**src/touch_point_rotate_mirror_clamp_core_macros.svh**
```systemverilog
// ----------------------------------------------------------------------------
// Touch point mapper assertion macros
// Shared concurrent assertion forms, clocked on the rising edge and disabled
// while reset is low.
// ----------------------------------------------------------------------------
`ifndef TOUCH_POINT_ROTATE_MIRROR_CLAMP_CORE_MACROS_SVH
`define TOUCH_POINT_ROTATE_MIRROR_CLAMP_CORE_MACROS_SVH

// Same-cycle implication: when ante holds, cons must hold in that cycle.
`define TPRMC_ASSERT_NOW(label, clk, rst_n, ante, cons) \
    label: assert property (@(posedge clk) disable iff (!rst_n) (ante) |-> (cons)) \
        else $error("tprmc assertion failed");

// Next-cycle implication: when ante holds, cons must hold in the next cycle.
`define TPRMC_ASSERT_NEXT(label, clk, rst_n, ante, cons) \
    label: assert property (@(posedge clk) disable iff (!rst_n) (ante) |=> (cons)) \
        else $error("tprmc assertion failed");

`endif

```
**src/tprmc_pkg.sv**
```systemverilog
// ----------------------------------------------------------------------------
// Touch point mapper package
// Configuration struct, register and mode codes, and coordinate helpers.
// ----------------------------------------------------------------------------
package tprmc_pkg;

    // Width of signed intermediate coordinates (covers 16-bit raw input,
    // panel offsets up to 4095 and one mirror step without overflow)
    localparam int COORD_W = 19;

    // Register indexes (byte address = 4 * index)
    localparam logic [2:0] REG_SENSOR_PRESENT = 3'd0;
    localparam logic [2:0] REG_ROTATION       = 3'd1;
    localparam logic [2:0] REG_FLIP_SEL       = 3'd2;
    localparam logic [2:0] REG_VIEW_WIDTH     = 3'd3;
    localparam logic [2:0] REG_VIEW_HEIGHT    = 3'd4;

    // Rotation codes
    localparam logic [1:0] ROT_0   = 2'd0;
    localparam logic [1:0] ROT_90  = 2'd1;
    localparam logic [1:0] ROT_180 = 2'd2;
    localparam logic [1:0] ROT_270 = 2'd3;

    // Mirror mode bits
    localparam int MIRROR_X_BIT = 0;
    localparam int MIRROR_Y_BIT = 1;

    // View size limits
    localparam logic [12:0] VIEW_MAX = 13'd4096;
    localparam logic [12:0] VIEW_MIN = 13'd1;

    typedef struct packed {
        logic        sensor_present;
        logic [1:0]  rotation;
        logic [1:0]  flip_sel;
        logic [12:0] view_width;
        logic [12:0] view_height;
    } cfg_t;

    typedef struct packed {
        logic        pressed;
        logic [11:0] point_x;
        logic [11:0] point_y;
    } map_res_t;

    // Force a view size into 1..4096
    function automatic logic [12:0] eff_size(input logic [12:0] s);
        logic [12:0] r;
        r = s;
        if (s == 13'd0) begin
            r = VIEW_MIN;
        end else if (s > VIEW_MAX) begin
            r = VIEW_MAX;
        end
        return r;
    endfunction

    // Clamp a signed coordinate into 0..size-1
    function automatic logic [11:0] clamp_coord(input logic signed [COORD_W-1:0] v,
                                                input logic [12:0] size);
        logic signed [COORD_W-1:0] size_s;
        logic [12:0]               size_m1;
        logic [11:0]               r;
        size_s  = $signed({{(COORD_W-13){1'b0}}, size});
        size_m1 = size - 13'd1;
        if (v < 0) begin
            r = 12'd0;
        end else if (v >= size_s) begin
            r = size_m1[11:0];
        end else begin
            r = v[11:0];
        end
        return r;
    endfunction

endpackage

```
**src/touch_point_rotate_mirror_clamp_core.sv**
```systemverilog
// ----------------------------------------------------------------------------
// Touch point mapper core
// Maps raw touch polls to clamped display coordinates with held state.
// ----------------------------------------------------------------------------
// One result item comes out for every input item. The item lands in an input
// register at its accepting edge, passes the rotate, mirror and clamp logic,
// and is written into the result register once that one is free or being read;
// its result then shows on m_tvalid. The result register also holds
// the last mapped point, the last raw point and the press count. A new item is
// accepted in every cycle while results are taken, since the input register
// empties into the result register whenever that one is free or being read; a
// stalled result holds one item in each register and then drops s_tready. A
// release item (no touch, or sensor_present clear) reports the held state
// unchanged. Write the configuration registers only while no item is in flight.
`include "touch_point_rotate_mirror_clamp_core_macros.svh"

module touch_point_rotate_mirror_clamp_core #(
    parameter int PANEL_WIDTH  = 1024,
    parameter int PANEL_HEIGHT = 768
) (
    input  logic        aclk,
    input  logic        aresetn,
    // input channel
    input  logic        s_tvalid,
    output logic        s_tready,
    input  logic [31:0] s_tdata,   // [15:0] raw_x, [31:16] raw_y
    input  logic        s_tuser,   // [0] touched
    // result channel
    output logic        m_tvalid,
    input  logic        m_tready,
    output logic [87:0] m_tdata,   // [11:0] point_x, [23:12] point_y, [39:24] held_raw_x,
                                   // [55:40] held_raw_y, [87:56] press_count
    output logic        m_tuser,   // [0] pressed
    // configuration
    input  logic        psel,
    input  logic        penable,
    input  logic        pwrite,
    input  logic [4:0]  paddr,
    input  logic [31:0] pwdata,
    output logic [31:0] prdata,
    output logic        pready
);
    import tprmc_pkg::*;

    cfg_t        cfg;
    map_res_t    map_res;

    logic        in_valid_reg;
    logic        in_touched_reg;
    logic [15:0] in_raw_x_reg;
    logic [15:0] in_raw_y_reg;

    logic        out_valid_reg;
    logic        pressed_reg;
    logic [11:0] last_point_x_reg;
    logic [11:0] last_point_y_reg;
    logic [15:0] last_raw_x_reg;
    logic [15:0] last_raw_y_reg;
    logic [31:0] press_count_reg;
    logic [31:0] press_count_next;

    logic        out_load;
    logic        in_load;
    logic        press_load;

    tprmc_regs u_regs (
        .aclk    (aclk),
        .aresetn (aresetn),
        .psel    (psel),
        .penable (penable),
        .pwrite  (pwrite),
        .paddr   (paddr),
        .pwdata  (pwdata),
        .prdata  (prdata),
        .pready  (pready),
        .cfg     (cfg)
    );

    tprmc_map #(
        .PANEL_WIDTH  (PANEL_WIDTH),
        .PANEL_HEIGHT (PANEL_HEIGHT)
    ) u_map (
        .cfg     (cfg),
        .touched (in_touched_reg),
        .raw_x   (in_raw_x_reg),
        .raw_y   (in_raw_y_reg),
        .res     (map_res)
    );

    // Advance when the result slot is free or being emptied
    assign out_load   = in_valid_reg & (~out_valid_reg | m_tready);
    assign in_load    = s_tvalid & s_tready;
    assign s_tready   = ~in_valid_reg | out_load;
    assign press_load = out_load & map_res.pressed;

    assign press_count_next = press_count_reg + 32'd1;

    // Input register
    always_ff @(posedge aclk) begin
        if (!aresetn) begin
            in_valid_reg <= 1'b0;
        end else if (s_tready) begin
            in_valid_reg <= s_tvalid;
        end
        if (in_load) begin
            in_touched_reg <= s_tuser;
            in_raw_x_reg   <= s_tdata[15:0];
            in_raw_y_reg   <= s_tdata[31:16];
        end
    end

    // Result register and held state
    always_ff @(posedge aclk) begin
        if (!aresetn) begin
            out_valid_reg    <= 1'b0;
            pressed_reg      <= 1'b0;
            last_point_x_reg <= 12'd0;
            last_point_y_reg <= 12'd0;
            last_raw_x_reg   <= 16'd0;
            last_raw_y_reg   <= 16'd0;
            press_count_reg  <= 32'd0;
        end else begin
            if (out_load) begin
                out_valid_reg <= 1'b1;
            end else if (m_tready) begin
                out_valid_reg <= 1'b0;
            end
            if (out_load) begin
                pressed_reg <= map_res.pressed;
                if (map_res.pressed) begin
                    last_point_x_reg <= map_res.point_x;
                    last_point_y_reg <= map_res.point_y;
                    last_raw_x_reg   <= in_raw_x_reg;
                    last_raw_y_reg   <= in_raw_y_reg;
                    press_count_reg  <= press_count_next;
                end
            end
        end
    end

    assign m_tvalid = out_valid_reg;
    assign m_tuser  = pressed_reg;
    assign m_tdata  = {press_count_reg, last_raw_y_reg, last_raw_x_reg,
                       last_point_y_reg, last_point_x_reg};

    // A press advances the count by exactly one
    `TPRMC_ASSERT_NEXT(a_press_count, aclk, aresetn, press_load, press_count_reg == $past(press_count_next))
    // A release leaves the held state alone
    `TPRMC_ASSERT_NEXT(a_release_hold, aclk, aresetn, out_load && !map_res.pressed, $stable(m_tdata))
    // Input stalls only when both stages hold an item
    `TPRMC_ASSERT_NOW(a_stall_full, aclk, aresetn, !s_tready, in_valid_reg && out_valid_reg)

endmodule

```
**src/tprmc_regs.sv**
```systemverilog
// ----------------------------------------------------------------------------
// Touch point mapper register file
// APB-style configuration registers with read back.
// ----------------------------------------------------------------------------
module tprmc_regs (
    input  logic               aclk,
    input  logic               aresetn,
    input  logic               psel,
    input  logic               penable,
    input  logic               pwrite,
    input  logic [4:0]         paddr,
    input  logic [31:0]        pwdata,
    output logic [31:0]        prdata,
    output logic               pready,
    output tprmc_pkg::cfg_t    cfg
);
    import tprmc_pkg::*;

    cfg_t        cfg_reg;
    logic        wr_en;
    logic [2:0]  reg_idx;

    assign pready  = 1'b1;
    assign wr_en   = psel & penable & pwrite & pready;
    assign reg_idx = paddr[4:2];
    assign cfg     = cfg_reg;

    // Write registers on the access cycle
    always_ff @(posedge aclk) begin
        if (!aresetn) begin
            cfg_reg.sensor_present <= 1'b0;
            cfg_reg.rotation       <= ROT_0;
            cfg_reg.flip_sel       <= 2'd0;
            cfg_reg.view_width     <= 13'd1024;
            cfg_reg.view_height    <= 13'd768;
        end else if (wr_en) begin
            unique case (reg_idx)
                REG_SENSOR_PRESENT: cfg_reg.sensor_present <= pwdata[0];
                REG_ROTATION:       cfg_reg.rotation       <= pwdata[1:0];
                REG_FLIP_SEL:       cfg_reg.flip_sel       <= pwdata[1:0];
                REG_VIEW_WIDTH:     cfg_reg.view_width     <= pwdata[12:0];
                REG_VIEW_HEIGHT:    cfg_reg.view_height    <= pwdata[12:0];
                default: ;
            endcase
        end
    end

    // Read back
    always_comb begin
        prdata = 32'd0;
        unique case (reg_idx)
            REG_SENSOR_PRESENT: prdata = {31'd0, cfg_reg.sensor_present};
            REG_ROTATION:       prdata = {30'd0, cfg_reg.rotation};
            REG_FLIP_SEL:       prdata = {30'd0, cfg_reg.flip_sel};
            REG_VIEW_WIDTH:     prdata = {19'd0, cfg_reg.view_width};
            REG_VIEW_HEIGHT:    prdata = {19'd0, cfg_reg.view_height};
            default:            prdata = 32'd0;
        endcase
    end

endmodule

```
**src/tprmc_map.sv**
```systemverilog
// ----------------------------------------------------------------------------
// Touch point mapper coordinate path
// Panel turn, display rotation, mirror and clamp for one touch poll.
// ----------------------------------------------------------------------------
module tprmc_map #(
    parameter int PANEL_WIDTH  = 1024,
    parameter int PANEL_HEIGHT = 768
) (
    input  tprmc_pkg::cfg_t     cfg,
    input  logic                touched,
    input  logic [15:0]         raw_x,
    input  logic [15:0]         raw_y,
    output tprmc_pkg::map_res_t res
);
    import tprmc_pkg::*;

    localparam logic signed [COORD_W-1:0] PW_M1 = COORD_W'(PANEL_WIDTH - 1);
    localparam logic signed [COORD_W-1:0] PH_M1 = COORD_W'(PANEL_HEIGHT - 1);

    logic [12:0]               w_eff;
    logic [12:0]               h_eff;
    logic signed [COORD_W-1:0] w_m1;
    logic signed [COORD_W-1:0] h_m1;
    logic signed [COORD_W-1:0] px;
    logic signed [COORD_W-1:0] py;
    logic signed [COORD_W-1:0] lx;
    logic signed [COORD_W-1:0] ly;
    logic signed [COORD_W-1:0] mx;
    logic signed [COORD_W-1:0] my;

    assign w_eff = eff_size(cfg.view_width);
    assign h_eff = eff_size(cfg.view_height);
    assign w_m1  = $signed({{(COORD_W-13){1'b0}}, w_eff}) - COORD_W'(1);
    assign h_m1  = $signed({{(COORD_W-13){1'b0}}, h_eff}) - COORD_W'(1);

    // Fixed quarter turn from controller to panel axes
    assign px = PW_M1 - $signed({{(COORD_W-16){1'b0}}, raw_y});
    assign py = $signed({{(COORD_W-16){1'b0}}, raw_x});

    // Display rotation
    always_comb begin
        case (cfg.rotation)
            ROT_90: begin
                lx = py;
                ly = PW_M1 - px;
            end
            ROT_180: begin
                lx = PW_M1 - px;
                ly = PH_M1 - py;
            end
            ROT_270: begin
                lx = PH_M1 - py;
                ly = px;
            end
            default: begin
                lx = px;
                ly = py;
            end
        endcase
    end

    // Mirror against the view size
    assign mx = cfg.flip_sel[MIRROR_X_BIT] ? (w_m1 - lx) : lx;
    assign my = cfg.flip_sel[MIRROR_Y_BIT] ? (h_m1 - ly) : ly;

    // Clamp and flag a press
    assign res.pressed = cfg.sensor_present & touched;
    assign res.point_x = clamp_coord(mx, w_eff);
    assign res.point_y = clamp_coord(my, h_eff);

endmodule

```
**config.mk**
```make
export PLATFORM = sky130hd
export DESIGN_NAME = touch_point_rotate_mirror_clamp_core
export DESIGN_NICKNAME = d
export VERILOG_FILES = /design/src/tprmc_pkg.sv /design/src/touch_point_rotate_mirror_clamp_core.sv /design/src/tprmc_regs.sv /design/src/tprmc_map.sv
export VERILOG_INCLUDE_DIRS = /design/src /design/src/src
export SDC_FILE = /design/constraint.sdc
export NUM_CORES = 1
export LEC_CHECK = 0
export BUFFER_PORTS_ARGS = -buffer_cell sky130_fd_sc_hd__buf_2
export CORE_MARGIN = 4
export CORE_UTILIZATION = 50
export DETAILED_ROUTE_END_ITERATION = 12
export PLACE_DENSITY = 0.73
export SETUP_SLACK_MARGIN = 0.15
export SKIP_LAST_GASP = 1
export SLEW_MARGIN = 20
export SYNTH_ARGS = -nofsm -noshare
export SYNTH_HDL_FRONTEND = slang
export SYNTH_SLANG_ARGS = --single-unit
```
**constraint.sdc**
```tcl
create_clock -name aclk -period 10.6 [get_ports aclk]
set_clock_uncertainty 0.1 [all_clocks]
set_input_delay 1.59 -clock aclk [delete_from_list [all_inputs] [get_ports aclk]]
set_output_delay 1.59 -clock aclk [all_outputs]
set_load 0.05 [all_outputs]
```
After elaboration in Yosys (flattened, before gate mapping)
Cells that the tools add are included.

storage, ports and cells
  register bits = 155
  bits in latches = 0
  RAM bits = 0
  memory bits (read-only) = 0
  input bits = 77
  output and inout bits = 124
  word-level logic and storage cells = 73
  memories kept = 0

cells by class
  add/sub/neg operators = 10
  multiply operators = 0
  divide/modulo/power cells = 0
  magnitude comparators = 6
  eq/ne operators = 7
  shift-type cells = 0
  multiplexer cells = 15
  bitwise gates (word level) = 9
  reduce and logical (&&, ||, !) cells = 10

operators with widths
  kind                    number
  $pmux 19 s3             2
  $pmux 13 s5             1
  $mux 13                 4
  $mux 12                 4
  $ge 19x14->1            2
  $lt 19x1->1 const B     2
  $mux 19                 2
  $sub 19x19->19          2
  $sub 10x16->17 const A  2
  $add 32x1->32 const B   1
  $sub 13x1->14 const B   2
  $gt 13x13->1 const B    2
  $logic_not 13->1        2
  $sub 12x1->12 const B   2
  $sub 11x19->19 const A  1
  $reduce_and 2->1        6
  $eq 3x2->1 const B      2
  $and 1x1->1             5
  $eq 2x2->1 const B      2
  $eq 3x1->1 const B      1
  $eq 3x3->1 const B      1
  $logic_not 3->1         1
  $eq 2x1->1 const B      1
  $mux 1                  2
  3 further kinds         5

Longest topological paths before layout
  depth after elaboration = 9
  depth in mapped cells = 30
  gate-level depth less buffers = 28

Hierarchy
From an unflattened synthesis, not the netlist that was laid out.

second synthesis, totals
  cell total of the unflattened synthesis = 1392
  area, all modules = 11297.1 um^2

by module, submodules not included
  module                                times used  cells each  area an instance (um^2)
  tprmc_map                             1           740         4994.8
  touch_point_rotate_mirror_clamp_core  1           480         4690.7
  tprmc_regs                            1           172         1611.5

Least setup slack after synthesis
OpenSTA, ideal clock, no wires.

  path kind = reg-to-reg
  from = register u_regs.cfg_reg (netlist bit u_regs.cfg[0])
  to = register last_point_y_reg[7]
  data arrival time = 5.463 ns
  data required time = 10.378 ns
  path slack = 4.915 ns
  stages on the path, launching flop included = 25
  clock period less this slack = 5.685 ns
  path through = dfxtp_1 or4_1 clkbuf_1 or2_1 nor2_1 o21ai_0 ha_1 inv_1 ha_1 nor2b_1 o31a_1 or4_1 a31o_2 a21oi_1 xnor2_1 nand2_1 o21ai_0 ha_1 nor2b_1 a2111oi_0 o21ai_0 a41oi_1 o21ai_1 o2111a_1 a221o_1

on the way
  longest elaborated chain between the ends = 9

RTL lines
  element               line                                         source
  start, declared       tprmc_regs.sv:19                             cfg_t cfg_reg;
  $gt 13x13->1          tprmc_pkg.sv:52                              end else if (s > VIEW_MAX) begin
  $mux 13               tprmc_pkg.sv:52
  $mux 13 *             tprmc_pkg.sv:50                              if (s == 13'd0) begin
  $sub 13x1->14         tprmc_map.sv:34                              assign h_m1 = $signed({{(COORD_W-13){1'b0}}, h_eff}) - COORD_W'(1);
  $sub 19x19->19        tprmc_map.sv:64                              assign my = cfg.flip_sel[MIRROR_Y_BIT] ? (h_m1 - ly) : ly;
  $mux 19               tprmc_map.sv:64
  $ge 19x14->1          tprmc_pkg.sv:68                              end else if (v >= size_s) begin
  $mux 12               tprmc_pkg.sv:68
  $mux 12 *             tprmc_pkg.sv:66                              if (v < 0) begin
  end signal, assigned  touch_point_rotate_mirror_clamp_core.sv:132  last_point_y_reg <= map_res.point_y;
  end, declared         touch_point_rotate_mirror_clamp_core.sv:56   logic [11:0] last_point_y_reg;

Mark *: on every way between the ends. The rest lies on a longest branch, timed or not.
A chain may end at the register's enable or synchronous reset.

Final worst setup path
Same ends and word-level chain as after synthesis.

==> impl_metrics.toml <==
[setup_path]
cp_common_cell = "o21ai_0"
reg2reg_depth = 23
cpMaxStageDelayCell = "or4_1"
r2r_end = "last_point_y_reg[7]"
path_max_fanout = 10
startpoint = "u_regs.cfg[0]"
path_cells = "or4_1 -> or2_1 -> nor2_1 -> o21ai_0 -> ha_1 -> nand4_1 -> o21bai_1 -> o21ai_0 -> ha_1 -> or4_1 -> a31o_2 -> a21oi_1 -> xnor2_1 -> nand2_1 -> o21ai_0 -> ha_1 -> nor2b_1 -> a2111oi_0 -> o21ai_0 -> a41oi_1 -> o21ai_1 -> o2111a_1 -> a221o_1"
start_kind = "flop"
slowest_delay_ns = 0.63
worstSetupEndpointType = "flop"
worstPathArrival_ns = 6.88
timing.rr.start = "u_regs.cfg[0]"
rrSetupSlack_ns = 3.94
crit_required_ns = 10.82
critPathKind = "flop to flop"

[clock_network]
clk_pin_slew_ns = 0.07
cts-resized-gates = 0
cts_tree = "built"
clk_latency_ns = 0.43
cts_setup_buffers = 0
cts_root_buf = "clkbuf_16"
cts_inserted_buffers = 17
cts.sinks = 155
h-tree-depth = 4
clockBufferDepth = 2
holdBufCountCts = 0

[die]
initial_core_util_pct = 51.34
ios = 201
core_um2 = 21220
die_w_um = 155.6
die_h_um = 155.6
rows = 53
dieArea_um2 = 24220

[logic_synthesis]
synth_cell_types = 83
postSynthCellCount = 1351
avgSynthCellArea_um2 = 8.065
ys_ff_latch = 155
ys.flop_type = "dfxtp_1"
ys_seq_area_share_pct = 31.51
syn_area_um2 = 10900
synth_edf_count = 33
yosys_warnings = 0
async_reset_ff_share_pct = 0

[finish]
nets = 1624
final_cells = 1766
antenna_cells = 0
drive_above_1_share_pct = 15.02
largest_reg_flops = 32
area_growth_pct = 13.51

[placed_design]
hpwl_um = 22390
gp_congestion = 0.9605
portBuffers = 159
dp_cells = 1734
dp_slack_ns = 4.105

[hold_path]
hp-class = "flop to flop"
hold_depth = 2
hold_end = "last_point_y_reg[5]"
worstHoldStart = "last_point_y_reg[5]"

[sta]
finalHoldViolations = 0
rsz0062_at_grt = "false"
period_needed_ns = 6.665
tns_ns = 0
max_freq_mhz = 150.0
setup_viol = 0
setup_ws_ns = 3.935
tightest_slew_ns = 1.051
whs_ns = 0.3492
period_share_pct = 62.88
drv_slew = 0
relSlewSlack_pct = 29.83

[drt]
routedWlPerCell_um = 16.90
drcViolationCount = 0
drtAntennaViolNets = 0
vias = 10187
dr.pass1.iters = 7
viasPerCell = 5.768
first_iter_violations = 583
wirelength_um = 29840

[grt]
track_usage_pct = 24.17
grt_pass1_wl_um = 47820
grt_pass1_vias = 9468
grt_max_degree = 102
grt-ovfl-total = 0
grt_antenna_before_repair = 1

[power_and_ir_drop]
p_per_area_nw_per_um2 = 119.8
peakVddDrop_uv = 106.1
leakagePower_uw = 0.005074

[run]
maxCapViolCount = 0

[status]
outcome = "completed"
-- routing by layer --
layer  vias up  global-route usage (%)  wire length (um)  part of all wire [%]
met3        45                   6.047              2459                   8.2
met2       373                   37.67             13360                    45
met4         0                   7.128               608                   2.0
met1      4750                   33.37             13410                    45
li1       5019                       -                 -                     -
met5         -                       0                 0                     0
-- critical path: cells and delay by family, from the launching register on --
family	cells	cell delay, ns
AO/OA/AOI/OAI	12	3.04
XOR/XNOR	1	0.13
adder cells (fa/ha/maj)	3	0.95
flip-flops	1	0.36
AND/OR/NAND/NOR	7	1.96
-- layout make-up --
type / instances / area (um2)
Clock buffer: 18 / 429.2
Inverter: 37 / 138.9
Multi-Input combinational cell: 1101 / 7020
Timing Repair Buffer: 166 / 850.8
Clock inverter: 14 / 148.9
Tap cell: 275 / 344.1
Fill cell: 2012 / 8853
Sequential cell: 155 / 3435
-- power by group --
part,switching (uW),total [uW],leakage [uW],internal [uW]
combinational,151,242,0.00349,91.0
sequential,12.6,625,0.00131,612
clock,281,615,0.000278,334
-- layout by cell type, fill, tap and decap left out, types with 6 or more instances in the layout --
master / n
clkbuf_16: 17
a31oi_1: 6
o21a_1: 11
or3_1: 13
o211ai_1: 15
nor2_1: 64
xnor2_1: 59
a21oi_1: 58
or2_2: 6
o31ai_1: 17
inv_1: 35
conb_1: 30
o21bai_1: 7
and3_1: 14
buf_2: 158
xor2_1: 27
nor3_1: 32
buf_4: 8
nor2b_1: 20
dfxtp_1: 121
nand2_1: 248
nand4_1: 19
a211oi_1: 6
a21o_1: 21
nand3_1: 36
and2_1: 34
edfxtp_1: 33
ha_1: 67
a22o_1: 10
mux2i_1: 25
a21boi_0: 66
nand2b_1: 11
o21ai_0: 83
-- Yosys cell counts (4+ instances only) --
library cell,number,share of area [%]
buf_4,20,1.4
or3_1,13,0.75
o2111ai_1,4,0.32
mux2i_1,25,2.3
o21ai_0,83,3.8
or2_2,6,0.34
nand2b_1,11,0.63
nor4_1,5,0.29
and2_1,35,2.0
and3_1,14,0.80
a21boi_0,66,4.5
nor2_1,64,2.2
nand4_1,19,1.1
nor3b_1,5,0.34
clkbuf_1,56,1.9
nand3_1,36,1.7
o31ai_1,17,1.2
inv_1,35,1.2
nor3_1,32,1.5
o21bai_1,7,0.48
mux2_2,4,0.41
buf_1,6,0.21
nand2_1,248,8.5
o21a_1,11,0.76
a31oi_1,6,0.34
nor2b_1,20,1.1
a22o_1,10,0.80
nand3b_1,5,0.34
a211oi_1,6,0.41
a21o_1,21,1.4
edfxtp_1,33,9.1
xnor2_1,59,4.7
a31o_2,5,0.40
and4_1,4,0.32
dfxtp_1,122,22
xor2_1,27,2.2
ha_1,67,7.7
a211o_1,4,0.32
a32o_1,4,0.37
o22ai_1,5,0.29
o211ai_1,15,1.0
a21oi_1,58,2.7
-- cells by family after synthesis --
group	count (synthesis)	share of synthesized area, %
compound gates	356	22.37
fa+ha+maj	69	8.062
simple gates	529	22.98
flops	155	31.51
mux	30	2.917
xor+xnor	87	7.063
buf+inv	123	5.030
other cells	2	0.06893
-- metrics by stage --
| stage | power [uW] | util (%) | area [um2] |
|---|---|---|---|
| after floorplan | 823.1 | - | 11000 |
| after detailed placement | 873.8 | 55.55 | 11790 |
| after global placement | 869.2 | 55.55 | 11790 |
| after global routing | 1539 | 58.28 | 12370 |
| after CTS | 1489 | 58.27 | 12370 |
| final | 1482 | 58.28 | 12370 |
-- worst max-delay path by stage --
stage	slack, ns	cells past startpoint	to
final	3.94	23	last_point_y_reg[7]
after global routing	3.57	23	last_point_y_reg[7]
after CTS	4.06	23	last_point_y_reg[7]
after detailed placement	4.10	23	last_point_y_reg[7]
after floorplan	4.92	24	last_point_y_reg[7]
after global placement	4.14	23	last_point_y_reg[7]
Note: power is estimated with default switching activity, not from simulation.
